===== src/rtl/rcsp_pkg.sv =====
`timescale 1ns / 1ps

package rcsp_pkg;

    localparam int SLOT_COUNT   = 32;
    localparam int COUNT_BITS   = 16;
    localparam int SLOT_W       = $clog2(SLOT_COUNT);
    localparam int FIELD_SLOT_W = 5;
    localparam int HANDLE_W     = 32;
    localparam int FUNC_W       = 2;
    localparam int STATUS_W     = 3;

    // kind, clean_all, slot_ref, slot_ref_valid, conf_handle, base_handle
    localparam int IN_FIELDS_W  = 1 + 1 + FIELD_SLOT_W + 1 + 2 * HANDLE_W;
    localparam int IN_TDATA_W   = ((IN_FIELDS_W + 7) / 8) * 8;
    // slot, slot_valid, handle_conf, handle_base, record_kind, server/client set
    localparam int OUT_FIELDS_W = FIELD_SLOT_W + 1 + 2 * HANDLE_W + 1 + 1 + 1;
    localparam int OUT_TDATA_W  = ((OUT_FIELDS_W + 7) / 8) * 8;

    typedef logic [SLOT_W-1:0]     slot_idx_t;
    typedef logic [COUNT_BITS-1:0] count_t;
    typedef logic [HANDLE_W-1:0]   handle_t;

    typedef enum logic [FUNC_W-1:0] {
        FUNC_REGISTER = 2'd0,
        FUNC_CLEAN    = 2'd1,
        FUNC_BOOK     = 2'd2,
        FUNC_RELEASE  = 2'd3
    } func_t;

    typedef enum logic [STATUS_W-1:0] {
        STATUS_REGISTERED = 3'd0,
        STATUS_FULL       = 3'd1,
        STATUS_BOOKED     = 3'd2,
        STATUS_NO_CURRENT = 3'd3,
        STATUS_RELEASED   = 3'd4,
        STATUS_FREED      = 3'd5,
        STATUS_CLEAN_DONE = 3'd6
    } status_t;

    typedef enum logic [2:0] {
        ST_IDLE,
        ST_SCAN,
        ST_FREE,
        ST_FINISH,
        ST_ACCESS_READ,
        ST_ACCESS_EMIT
    } state_t;

    typedef enum logic [2:0] {
        CMD_NONE,
        CMD_LATCH,
        CMD_ADVANCE,
        CMD_FREE,
        CMD_FINISH,
        CMD_ACCESS
    } cmd_op_t;

    typedef struct packed {
        cmd_op_t op;
        logic    rd_target;
    } cmd_t;

    typedef struct packed {
        logic free_hit;
        logic scan_last;
        logic out_free;
    } stat_t;

    typedef struct packed {
        func_t                   func;
        logic                    kind;
        logic                    clean_all;
        logic [FIELD_SLOT_W-1:0] slot_ref;
        logic                    slot_ref_valid;
        handle_t                 conf_handle;
        handle_t                 base_handle;
    } item_t;

    typedef struct packed {
        status_t                 status;
        logic [FIELD_SLOT_W-1:0] slot;
        logic                    slot_valid;
        handle_t                 handle_conf;
        handle_t                 handle_base;
        logic                    record_kind;
        logic                    server_current_set;
        logic                    client_current_set;
        logic                    last;
    } result_t;

endpackage


===== src/rtl/rcsp_ctrl.sv =====
`timescale 1ns / 1ps

module rcsp_ctrl (
    input  logic                   aclk,
    input  logic                   aresetn,
    input  logic                   in_valid,
    input  rcsp_pkg::func_t        in_func,
    input  rcsp_pkg::stat_t        stat,
    output logic                   in_ready,
    output rcsp_pkg::cmd_t         cmd
);

    rcsp_pkg::state_t state_reg;
    rcsp_pkg::state_t state_next;

    always_ff @(posedge aclk) begin
        if (!aresetn) begin
            state_reg <= rcsp_pkg::ST_IDLE;
        end else begin
            state_reg <= state_next;
        end
    end

    always_comb begin
        state_next    = state_reg;
        in_ready      = 1'b0;
        cmd.op        = rcsp_pkg::CMD_NONE;
        cmd.rd_target = 1'b0;
        unique case (state_reg)
            rcsp_pkg::ST_IDLE: begin
                in_ready = 1'b1;
                if (in_valid) begin
                    cmd.op = rcsp_pkg::CMD_LATCH;
                    if (in_func == rcsp_pkg::FUNC_REGISTER ||
                        in_func == rcsp_pkg::FUNC_CLEAN) begin
                        state_next = rcsp_pkg::ST_SCAN;
                    end else begin
                        state_next = rcsp_pkg::ST_ACCESS_READ;
                    end
                end
            end
            rcsp_pkg::ST_SCAN: begin
                // a hit first goes to ST_FREE, where the registered handle read of that slot is used
                if (stat.free_hit) begin
                    state_next = rcsp_pkg::ST_FREE;
                end else begin
                    cmd.op = rcsp_pkg::CMD_ADVANCE;
                    if (stat.scan_last) begin
                        state_next = rcsp_pkg::ST_FINISH;
                    end
                end
            end
            rcsp_pkg::ST_FREE: begin
                if (stat.out_free) begin
                    cmd.op     = rcsp_pkg::CMD_FREE;
                    state_next = stat.scan_last ? rcsp_pkg::ST_FINISH : rcsp_pkg::ST_SCAN;
                end
            end
            rcsp_pkg::ST_FINISH: begin
                if (stat.out_free) begin
                    cmd.op     = rcsp_pkg::CMD_FINISH;
                    state_next = rcsp_pkg::ST_IDLE;
                end
            end
            rcsp_pkg::ST_ACCESS_READ: begin
                cmd.rd_target = 1'b1;
                state_next    = rcsp_pkg::ST_ACCESS_EMIT;
            end
            rcsp_pkg::ST_ACCESS_EMIT: begin
                cmd.rd_target = 1'b1;
                if (stat.out_free) begin
                    cmd.op     = rcsp_pkg::CMD_ACCESS;
                    state_next = rcsp_pkg::ST_IDLE;
                end
            end
            default: begin
                state_next = rcsp_pkg::ST_IDLE;
            end
        endcase
    end

endmodule


===== src/rtl/rcsp_datapath.sv =====
`timescale 1ns / 1ps

module rcsp_datapath (
    input  logic                 aclk,
    input  logic                 aresetn,
    input  rcsp_pkg::item_t      in_item,
    input  rcsp_pkg::cmd_t       cmd,
    output rcsp_pkg::stat_t      stat,
    input  logic                 out_ready,
    output logic                 out_valid,
    output rcsp_pkg::result_t    out_result
);

    localparam int SLOTS = rcsp_pkg::SLOT_COUNT;
    localparam int SW    = rcsp_pkg::SLOT_W;
    localparam int HW    = rcsp_pkg::HANDLE_W;

    rcsp_pkg::item_t     item_q_reg;
    rcsp_pkg::slot_idx_t ptr_reg;
    rcsp_pkg::slot_idx_t found_reg;
    logic                found_valid_reg;
    logic [SLOTS-1:0]    occ_reg;
    logic [SLOTS-1:0]    kind_reg;
    logic [SLOTS-1:0]    sel_reg;
    rcsp_pkg::count_t    count_reg [SLOTS];
    rcsp_pkg::slot_idx_t srv_cur_reg;
    logic                srv_valid_reg;
    rcsp_pkg::slot_idx_t cli_cur_reg;
    logic                cli_valid_reg;

    // {base, conf} per slot
    logic [2*HW-1:0]     mem [SLOTS];
    logic [2*HW-1:0]     rdata_reg;

    logic                out_valid_reg;
    rcsp_pkg::result_t   out_result_reg;

    logic                clean_all_eff;
    logic                free_hit;
    logic                scan_last;
    logic                out_free;
    logic                load;
    logic                is_register;
    logic                is_book;
    rcsp_pkg::slot_idx_t tgt_idx;
    logic                tgt_ok;
    rcsp_pkg::slot_idx_t rd_addr;
    logic [SLOTS-1:0]    sel_new;
    rcsp_pkg::result_t   result_next;

    assign is_register   = (item_q_reg.func == rcsp_pkg::FUNC_REGISTER);
    assign is_book       = (item_q_reg.func == rcsp_pkg::FUNC_BOOK);
    assign clean_all_eff = (item_q_reg.func == rcsp_pkg::FUNC_CLEAN) && item_q_reg.clean_all;

    assign free_hit  = occ_reg[ptr_reg] &&
                       (clean_all_eff || (count_reg[ptr_reg] == '0 && !sel_reg[ptr_reg]));
    assign scan_last = (ptr_reg == SW'(SLOTS - 1));
    assign out_free  = !out_valid_reg || out_ready;
    assign load      = (cmd.op == rcsp_pkg::CMD_FREE) || (cmd.op == rcsp_pkg::CMD_FINISH) ||
                       (cmd.op == rcsp_pkg::CMD_ACCESS);

    assign stat.free_hit  = free_hit;
    assign stat.scan_last = scan_last;
    assign stat.out_free  = out_free;

    // book targets the current slot of the kind, release the named slot
    always_comb begin
        if (is_book) begin
            tgt_idx = item_q_reg.kind ? srv_cur_reg : cli_cur_reg;
            tgt_ok  = item_q_reg.kind ? srv_valid_reg : cli_valid_reg;
        end else begin
            tgt_idx = SW'(item_q_reg.slot_ref);
            tgt_ok  = item_q_reg.slot_ref_valid && (32'(item_q_reg.slot_ref) < 32'(SLOTS));
        end
    end

    assign rd_addr = cmd.rd_target ? tgt_idx : ptr_reg;

    // selected marks after a register: previous current of the kind dropped,
    // new slot marked; previous current is occupied, so never the new slot
    always_comb begin
        sel_new = sel_reg;
        if (item_q_reg.kind) begin
            if (srv_valid_reg) begin
                sel_new[srv_cur_reg] = 1'b0;
            end
        end else if (cli_valid_reg) begin
            sel_new[cli_cur_reg] = 1'b0;
        end
        sel_new[found_reg] = 1'b1;
    end

    always_comb begin
        result_next                    = '0;
        result_next.server_current_set = srv_valid_reg;
        result_next.client_current_set = cli_valid_reg;
        unique case (cmd.op)
            rcsp_pkg::CMD_FREE: begin
                result_next.status      = rcsp_pkg::STATUS_FREED;
                result_next.slot        = rcsp_pkg::FIELD_SLOT_W'(ptr_reg);
                result_next.slot_valid  = 1'b1;
                result_next.handle_conf = rdata_reg[HW-1:0];
                result_next.handle_base = rdata_reg[2*HW-1:HW];
                result_next.record_kind = kind_reg[ptr_reg];
            end
            rcsp_pkg::CMD_FINISH: begin
                result_next.last = 1'b1;
                if (!is_register) begin
                    result_next.status = rcsp_pkg::STATUS_CLEAN_DONE;
                end else if (found_valid_reg) begin
                    result_next.status      = rcsp_pkg::STATUS_REGISTERED;
                    result_next.slot        = rcsp_pkg::FIELD_SLOT_W'(found_reg);
                    result_next.slot_valid  = 1'b1;
                    result_next.handle_conf = item_q_reg.conf_handle;
                    result_next.handle_base = item_q_reg.kind ? item_q_reg.base_handle : '0;
                    result_next.record_kind = item_q_reg.kind;
                    if (item_q_reg.kind) begin
                        result_next.server_current_set = 1'b1;
                    end else begin
                        result_next.client_current_set = 1'b1;
                    end
                end else begin
                    result_next.status = rcsp_pkg::STATUS_FULL;
                end
            end
            rcsp_pkg::CMD_ACCESS: begin
                result_next.last = 1'b1;
                if (is_book) begin
                    result_next.status = tgt_ok ? rcsp_pkg::STATUS_BOOKED
                                                : rcsp_pkg::STATUS_NO_CURRENT;
                end else begin
                    result_next.status = rcsp_pkg::STATUS_RELEASED;
                end
                if (tgt_ok) begin
                    result_next.slot        = rcsp_pkg::FIELD_SLOT_W'(tgt_idx);
                    result_next.slot_valid  = 1'b1;
                    result_next.handle_conf = rdata_reg[HW-1:0];
                    result_next.handle_base = rdata_reg[2*HW-1:HW];
                    result_next.record_kind = kind_reg[tgt_idx];
                end
            end
            default: begin
            end
        endcase
    end

    always_ff @(posedge aclk) begin
        if (!aresetn) begin
            ptr_reg         <= '0;
            found_reg       <= '0;
            found_valid_reg <= 1'b0;
            occ_reg         <= '0;
            kind_reg        <= '0;
            sel_reg         <= '0;
            for (int i = 0; i < SLOTS; i++) begin
                count_reg[i] <= '0;
            end
            srv_cur_reg     <= '0;
            srv_valid_reg   <= 1'b0;
            cli_cur_reg     <= '0;
            cli_valid_reg   <= 1'b0;
            out_valid_reg   <= 1'b0;
        end else begin
            if (load) begin
                out_valid_reg <= 1'b1;
            end else if (out_ready) begin
                out_valid_reg <= 1'b0;
            end
            unique case (cmd.op)
                rcsp_pkg::CMD_LATCH: begin
                    ptr_reg         <= '0;
                    found_valid_reg <= 1'b0;
                    if (in_item.func == rcsp_pkg::FUNC_CLEAN && in_item.clean_all) begin
                        srv_cur_reg   <= '0;
                        srv_valid_reg <= 1'b0;
                        cli_cur_reg   <= '0;
                        cli_valid_reg <= 1'b0;
                    end
                end
                rcsp_pkg::CMD_ADVANCE: begin
                    if (!occ_reg[ptr_reg] && !found_valid_reg) begin
                        found_reg       <= ptr_reg;
                        found_valid_reg <= 1'b1;
                    end
                    if (!scan_last) begin
                        ptr_reg <= ptr_reg + SW'(1);
                    end
                end
                rcsp_pkg::CMD_FREE: begin
                    occ_reg[ptr_reg]   <= 1'b0;
                    kind_reg[ptr_reg]  <= 1'b0;
                    sel_reg[ptr_reg]   <= 1'b0;
                    count_reg[ptr_reg] <= '0;
                    if (!found_valid_reg) begin
                        found_reg       <= ptr_reg;
                        found_valid_reg <= 1'b1;
                    end
                    if (!scan_last) begin
                        ptr_reg <= ptr_reg + SW'(1);
                    end
                end
                rcsp_pkg::CMD_FINISH: begin
                    if (is_register && found_valid_reg) begin
                        occ_reg[found_reg]   <= 1'b1;
                        kind_reg[found_reg]  <= item_q_reg.kind;
                        count_reg[found_reg] <= '0;
                        sel_reg              <= sel_new;
                        if (item_q_reg.kind) begin
                            srv_cur_reg   <= found_reg;
                            srv_valid_reg <= 1'b1;
                        end else begin
                            cli_cur_reg   <= found_reg;
                            cli_valid_reg <= 1'b1;
                        end
                    end
                end
                rcsp_pkg::CMD_ACCESS: begin
                    if (tgt_ok) begin
                        if (is_book) begin
                            if (count_reg[tgt_idx] != '1) begin
                                count_reg[tgt_idx] <= count_reg[tgt_idx] +
                                                      rcsp_pkg::COUNT_BITS'(1);
                            end
                        end else if (count_reg[tgt_idx] != '0) begin
                            count_reg[tgt_idx] <= count_reg[tgt_idx] -
                                                  rcsp_pkg::COUNT_BITS'(1);
                        end
                    end
                end
                default: begin
                end
            endcase
        end
    end

    always_ff @(posedge aclk) begin
        if (cmd.op == rcsp_pkg::CMD_LATCH) begin
            item_q_reg <= in_item;
        end
        rdata_reg <= mem[rd_addr];
        if (cmd.op == rcsp_pkg::CMD_FREE) begin
            mem[ptr_reg] <= '0;
        end else if (cmd.op == rcsp_pkg::CMD_FINISH && is_register && found_valid_reg) begin
            mem[found_reg] <= {(item_q_reg.kind ? item_q_reg.base_handle
                                                : rcsp_pkg::handle_t'(0)),
                               item_q_reg.conf_handle};
        end
        if (load) begin
            out_result_reg <= result_next;
        end
    end

    assign out_valid  = out_valid_reg;
    assign out_result = out_result_reg;

`ifndef SYNTHESIS
    a_srv_current_live: assert property (@(posedge aclk) disable iff (!aresetn)
        srv_valid_reg |-> (occ_reg[srv_cur_reg] && sel_reg[srv_cur_reg]))
        else $error("server current slot not occupied and selected");

    a_cli_current_live: assert property (@(posedge aclk) disable iff (!aresetn)
        cli_valid_reg |-> (occ_reg[cli_cur_reg] && sel_reg[cli_cur_reg]))
        else $error("client current slot not occupied and selected");

    a_free_occupied: assert property (@(posedge aclk) disable iff (!aresetn)
        (cmd.op == rcsp_pkg::CMD_FREE) |-> occ_reg[ptr_reg])
        else $error("freeing a slot that is empty");

    a_no_overwrite: assert property (@(posedge aclk) disable iff (!aresetn)
        (load && out_valid_reg) |-> out_ready)
        else $error("result register overwritten before taken");
`endif

endmodule


===== src/rtl/refcounted_context_slot_pool.sv =====
`timescale 1ns / 1ps

// Reference-counted pool of context slots.
// Requests enter on the s_ channel (s_tuser = func, s_tdata = payload) and
// results leave on the m_ channel (m_tuser = status, m_tlast on the final
// result of a request). Register and clean produce one "slot freed" result
// per freed slot in ascending order, then one closing result; book and
// release produce a single result.
// Timing: book and release pass through ST_ACCESS_READ and ST_ACCESS_EMIT before
// the result is registered. Register and clean walk the slot table one slot per
// cycle, with an extra ST_FREE step for each freed slot, then ST_FINISH; a full
// output register holds ST_FREE and ST_FINISH. The table walk sets the rate.
// One request is in work at a time; s_tready is high only between requests,
// but a new request is taken while the last result still sits in the output
// register. A stalled m_tready holds the output register and the walk waits
// on it; no result is dropped.
// Reset (aresetn low, synchronous) empties every slot, zeroes all counts and
// clears both current marks; it needs no clearing pass.
module refcounted_context_slot_pool (
    input  logic                               aclk,
    input  logic                               aresetn,
    input  logic                               s_tvalid,
    output logic                               s_tready,
    // kind, clean_all, slot_ref[4:0], slot_ref_valid, conf_handle[31:0],
    // base_handle[31:0]
    input  logic [rcsp_pkg::IN_TDATA_W-1:0]    s_tdata,
    // func[1:0]
    input  logic [rcsp_pkg::FUNC_W-1:0]        s_tuser,
    output logic                               m_tvalid,
    input  logic                               m_tready,
    // slot[4:0], slot_valid, handle_conf[31:0], handle_base[31:0], record_kind,
    // server_current_set, client_current_set, zero pad
    output logic [rcsp_pkg::OUT_TDATA_W-1:0]   m_tdata,
    // status[2:0]
    output logic [rcsp_pkg::STATUS_W-1:0]      m_tuser,
    output logic                               m_tlast
);

    localparam int HW = rcsp_pkg::HANDLE_W;
    localparam int FS = rcsp_pkg::FIELD_SLOT_W;

    rcsp_pkg::item_t   in_item;
    rcsp_pkg::cmd_t    cmd;
    rcsp_pkg::stat_t   stat;
    rcsp_pkg::result_t out_result;

    assign in_item.func           = rcsp_pkg::func_t'(s_tuser);
    assign in_item.kind           = s_tdata[0];
    assign in_item.clean_all      = s_tdata[1];
    assign in_item.slot_ref       = s_tdata[FS+1:2];
    assign in_item.slot_ref_valid = s_tdata[FS+2];
    assign in_item.conf_handle    = s_tdata[FS+2+HW:FS+3];
    assign in_item.base_handle    = s_tdata[FS+2+2*HW:FS+3+HW];

    rcsp_ctrl u_ctrl (
        .aclk     (aclk),
        .aresetn  (aresetn),
        .in_valid (s_tvalid),
        .in_func  (in_item.func),
        .stat     (stat),
        .in_ready (s_tready),
        .cmd      (cmd)
    );

    rcsp_datapath u_datapath (
        .aclk       (aclk),
        .aresetn    (aresetn),
        .in_item    (in_item),
        .cmd        (cmd),
        .stat       (stat),
        .out_ready  (m_tready),
        .out_valid  (m_tvalid),
        .out_result (out_result)
    );

    assign m_tuser = out_result.status;
    assign m_tlast = out_result.last;
    assign m_tdata = {{(rcsp_pkg::OUT_TDATA_W - rcsp_pkg::OUT_FIELDS_W){1'b0}},
                      out_result.client_current_set,
                      out_result.server_current_set,
                      out_result.record_kind,
                      out_result.handle_base,
                      out_result.handle_conf,
                      out_result.slot_valid,
                      out_result.slot};

endmodule

===== config.mk =====
export PLATFORM = sky130hd
export DESIGN_NAME = refcounted_context_slot_pool
export DESIGN_NICKNAME = d
export VERILOG_FILES = /design/src/rtl/rcsp_pkg.sv /design/src/rtl/rcsp_ctrl.sv /design/src/rtl/rcsp_datapath.sv /design/src/rtl/refcounted_context_slot_pool.sv
export SDC_FILE = /design/constraint.sdc
export NUM_CORES = 2
export LEC_CHECK = 0
export ABC_AREA = 1
export BUFFER_PORTS_ARGS = -buffer_cell sky130_fd_sc_hd__buf_2
export CAP_MARGIN = 20
export CORE_MARGIN = 3
export CORE_UTILIZATION = 40
export DETAILED_ROUTE_END_ITERATION = 10
export PLACE_DENSITY = 0.51
export SLEW_MARGIN = 20
export SYNTH_ARGS = -nofsm -noshare
export SYNTH_HDL_FRONTEND = slang
export SYNTH_SLANG_ARGS = --single-unit
export TNS_END_PERCENT = 50

===== constraint.sdc =====
create_clock -name aclk -period 8.8 [get_ports aclk]
set_input_delay 0.88 -clock aclk [delete_from_list [all_inputs] [get_ports aclk]]
set_output_delay 0.88 -clock aclk [all_outputs]
set_load 0.005 [all_outputs]

==> flow_summary.json <==
{
  "fmax_ghz": 0.143,
  "vias_per_cell": 5.81,
  "cp-end-kind": "flip-flop",
  "nNetsFinal": 11200,
  "grt_max_degree": 243,
  "die_w_um": 564,
  "ios": 164,
  "p_switching_mw": 17.0,
  "final_area_um2": 140000,
  "portBuffers": 156,
  "startpoint_type": "flip-flop",
  "worstReg2RegEnd": "u_datapath.count_reg[13][9]$_SDFFCE_PN0P_",
  "drt-met1-wl_um": 178000,
  "rr_worst_depth": 28,
  "via_count": 90300,
  "layout_common_cells": "2711 x edfxtp_1, 1983 x nor2_1, 1653 x o21ai_0",
  "finalHoldViolCount": 0,
  "die_h_um": 564,
  "h-tree-depth": 5,
  "post_cts_buffers": 0,
  "netlist_area_um2": 125000,
  "cp.arrival_ns": 7.49,
  "core-area_um2": 309000,
  "synth_warnings": 0,
  "fp-row-count": 204,
  "wl_met2_um": 196000,
  "place_area_um2": 130000,
  "synth_top_area_cell": "edfxtp_1",
  "peakVddDrop_mv": 0.363,
  "crit-reg2reg-launch": "u_datapath.item_q_reg[71]$_DFFE_PP_",
  "worstHoldPathType": "input port to flip-flop",
  "finalCriticalPeriod_ns": 6.99,
  "place_congestion": 0.932,
  "grt_pass1_vias": 85400,
  "status": "complete, no violations",
  "synth_top_area_share_pct": 65.4,
  "p_int_mw": 27.4,
  "p_sw_share_pct": 38.3,
  "worst_ep_required_time_ns": 9.30,
  "grt_pass1_wl_um": 607000,
  "worst-slew-pin-transition_ns": 1.36,
  "synth-main-ff-cell": "edfxtp_1",
  "dp_hpwl_um": 242000,
  "drt_iter0_markers": 11400,
  "clock-sinks": 2903,
  "clkPwrFrac_pct": 29.3,
  "track_usage_pct": 25.7,
  "syn_inst": 11300,
  "yosysSeqAreaShare_pct": 68.4,
  "worst-path-max-fanout": 68,
  "critPathCapture": "u_datapath.count_reg[13][9]$_SDFFCE_PN0P_",
  "tritoncts": "done",
  "clk_pin_slew_ns": 0.06,
  "async_flop_share_pct": 0,
  "syn_avg_cell_area_um2": 11.1,
  "p_seq_share_pct": 36.6,
  "rsz0062_at_grt": "false",
  "finalCritPeriodShare_pct": 79.5,
  "ys_ff_latch": 2903,
  "crit_top_cell": "nand2_1",
  "drt-total-wl_um": 422000,
  "relSlewSlack_pct": 8.50,
  "cpPeakStageDelay_ns": 0.69,
  "path_depth": 28,
  "slew_violations": 0,
  "die_area_um2": 318000,
  "setup_viol": 0,
  "cts.path.max_buffers": 4,
  "setup_tns_ns": 0,
  "cts_buffers": 320,
  "wl_per_cell_um": 27.2,
  "power_frac_comb_pct": 34.1,
  "synthToLayoutAreaGrowth_pct": 12.3,
  "dr.max_layer_used": "met5",
  "firstDrtPassIters": 7,
  "start_util_pct": 40.3,
  "critPathTopFamily": "simple AND/OR/NAND/NOR gates",
  "cts_root_buffer": "clkbuf_16",
  "crit_type": "flip-flop to flip-flop",
  "ant_nets": 0,
  "ctsHoldBuffers": 0,
  "synth_area_leaders": "edfxtp_1 65%, o21ai_0 6.7%, nor2_1 6.1%",
  "setup.worst_path.start": "u_datapath.item_q_reg[71]$_DFFE_PP_",
  "r2r_setup_slack_ns": 1.81,
  "remaining_drc_errors": 0,
  "antenna_found_initial": 13,
  "cts_resized": 0,
  "wl_met3_um": 34200,
  "synth.distinct_cells": 65,
  "power_density_nw_per_um2": 317,
  "fin_util_pct": 45.2,
  "path_buf_inv": 3,
  "clock_skew_ns": 0.0750,
  "cpMaxStageDelayCell": "inv_2",
  "insertion_delay_ns": 0.93,
  "largest_reg_flops": 2048,
  "leakagePower_nw": 52.7,
  "synth-edff-count": 2711,
  "maxCapViolCount": 0,
  "layout_commonest_cell": "edfxtp_1",
  "layout-drive-gt1-share_pct": 9.25,
  "grt_remaining_overflow": 0
}
[metal layers]
layer  GRT usage, %  vias up
met5              0        -
met4           8.24        2
met3           3.98      739
met2           40.9     4200
met1           36.2    45200
li1               -    40200
[cells by family (layout without fill, tap and decap cells)]
family	count (synthesis)	in the layout	synth area share (%)
AO/OA/AOI/OAI	2841	2841	12.6
XOR/XNOR	6	6	0.0422
adder cells (fa/ha/maj)	7	7	0.0703
buffers and inverters	1443	1585	4.87
flip-flops	2903	2903	68.4
other	1	13	0.00301
AND/OR/NAND/NOR	4051	4051	14.0
[area by class of cell]
| class | instances | area, um^2 |
|---|---|---|
| Sequential cell | 2903 | 85300 |
| Clock buffer | 413 | 8690 |
| Clock inverter | 159 | 1440 |
| Multi-Input combinational cell | 6912 | 33900 |
| Antenna cell | 6 | 15.0 |
| Timing Repair Buffer | 391 | 3030 |
| Tap cell | 4120 | 5150 |
| Fill cell | 28600 | 169000 |
| Inverter | 622 | 2380 |
[power by group through the flow]
| stage | logic (mW) | clock network, mW | registers, mW |
|---|---|---|---|
| after floorplan | 9.55 | 0 | 16.4 |
| after global placement | 15.0 | 0 | 16.5 |
| after detailed placement | 15.1 | 0 | 16.5 |
| after CTS | 15.1 | 13.3 | 16.2 |
| after global routing | 16.6 | 13.8 | 16.3 |
| final | 15.1 | 13.0 | 16.2 |
[worst register-to-register path, delay by kind of cell (launching register included)]
| kind | cells | cell delay (ns) |
|---|---|---|
| buf+inv | 3 | 1.49 |
| simple gates | 25 | 4.73 |
| flops | 1 | 0.39 |
[Yosys cell counts (all sizes together), types with 4 or more instances]
cell type / count
o41ai: 14
a31oi: 45
nand2: 995
o211ai: 16
o21ai: 1675
nand4: 36
a311oi: 4
o32ai: 10
inv: 614
nor4: 14
clkbuf: 603
o22ai: 651
nor3: 70
clkinv: 8
a21oi: 310
nand3b: 111
dfxtp: 192
nand3: 747
nor2: 2071
o221ai: 15
ha: 7
a221o: 9
a41oi: 5
a221oi: 27
o31ai: 22
buf: 218
edfxtp: 2711
o311ai: 13
[worst min-delay path by stage]
stage | from | to | slack [ns] | depth (start not counted)
after floorplan | u_datapath.occ_reg[14]$_SDFFE_PN0P_ | u_datapath.occ_reg[14]$_SDFFE_PN0P_ | 0.45 | 2
after global placement | u_datapath.occ_reg[14]$_SDFFE_PN0P_ | u_datapath.occ_reg[14]$_SDFFE_PN0P_ | 0.46 | 2
after detailed placement | u_datapath.occ_reg[14]$_SDFFE_PN0P_ | u_datapath.occ_reg[14]$_SDFFE_PN0P_ | 0.46 | 2
after CTS | s_tdata[56] | u_datapath.item_q_reg[16]$_DFFE_PP_ | 0.05 | 1
after global routing | s_tdata[68] | u_datapath.item_q_reg[28]$_DFFE_PP_ | 0.09 | 1
final | s_tdata[55] | u_datapath.item_q_reg[15]$_DFFE_PP_ | 0.13 | 1
[metrics by stage]
| stage | cells | total power, mW | hold slack (ns) | setup WS [ns] |
|---|---|---|---|---|
| after floorplan | 11300 | 25.9 | 0.450 | 1.61 |
| after global placement | 14900 | 31.5 | 0.458 | 1.90 |
| after detailed placement | 14900 | 31.6 | 0.463 | 1.91 |
| after CTS | 15500 | 44.6 | 0.0452 | 1.88 |
| after global routing | 15500 | 46.7 | 0.0860 | 1.42 |
| final | 15500 | 44.4 | 0.126 | 1.81 |
No activity file was read; power rests on OpenSTA's default activity.
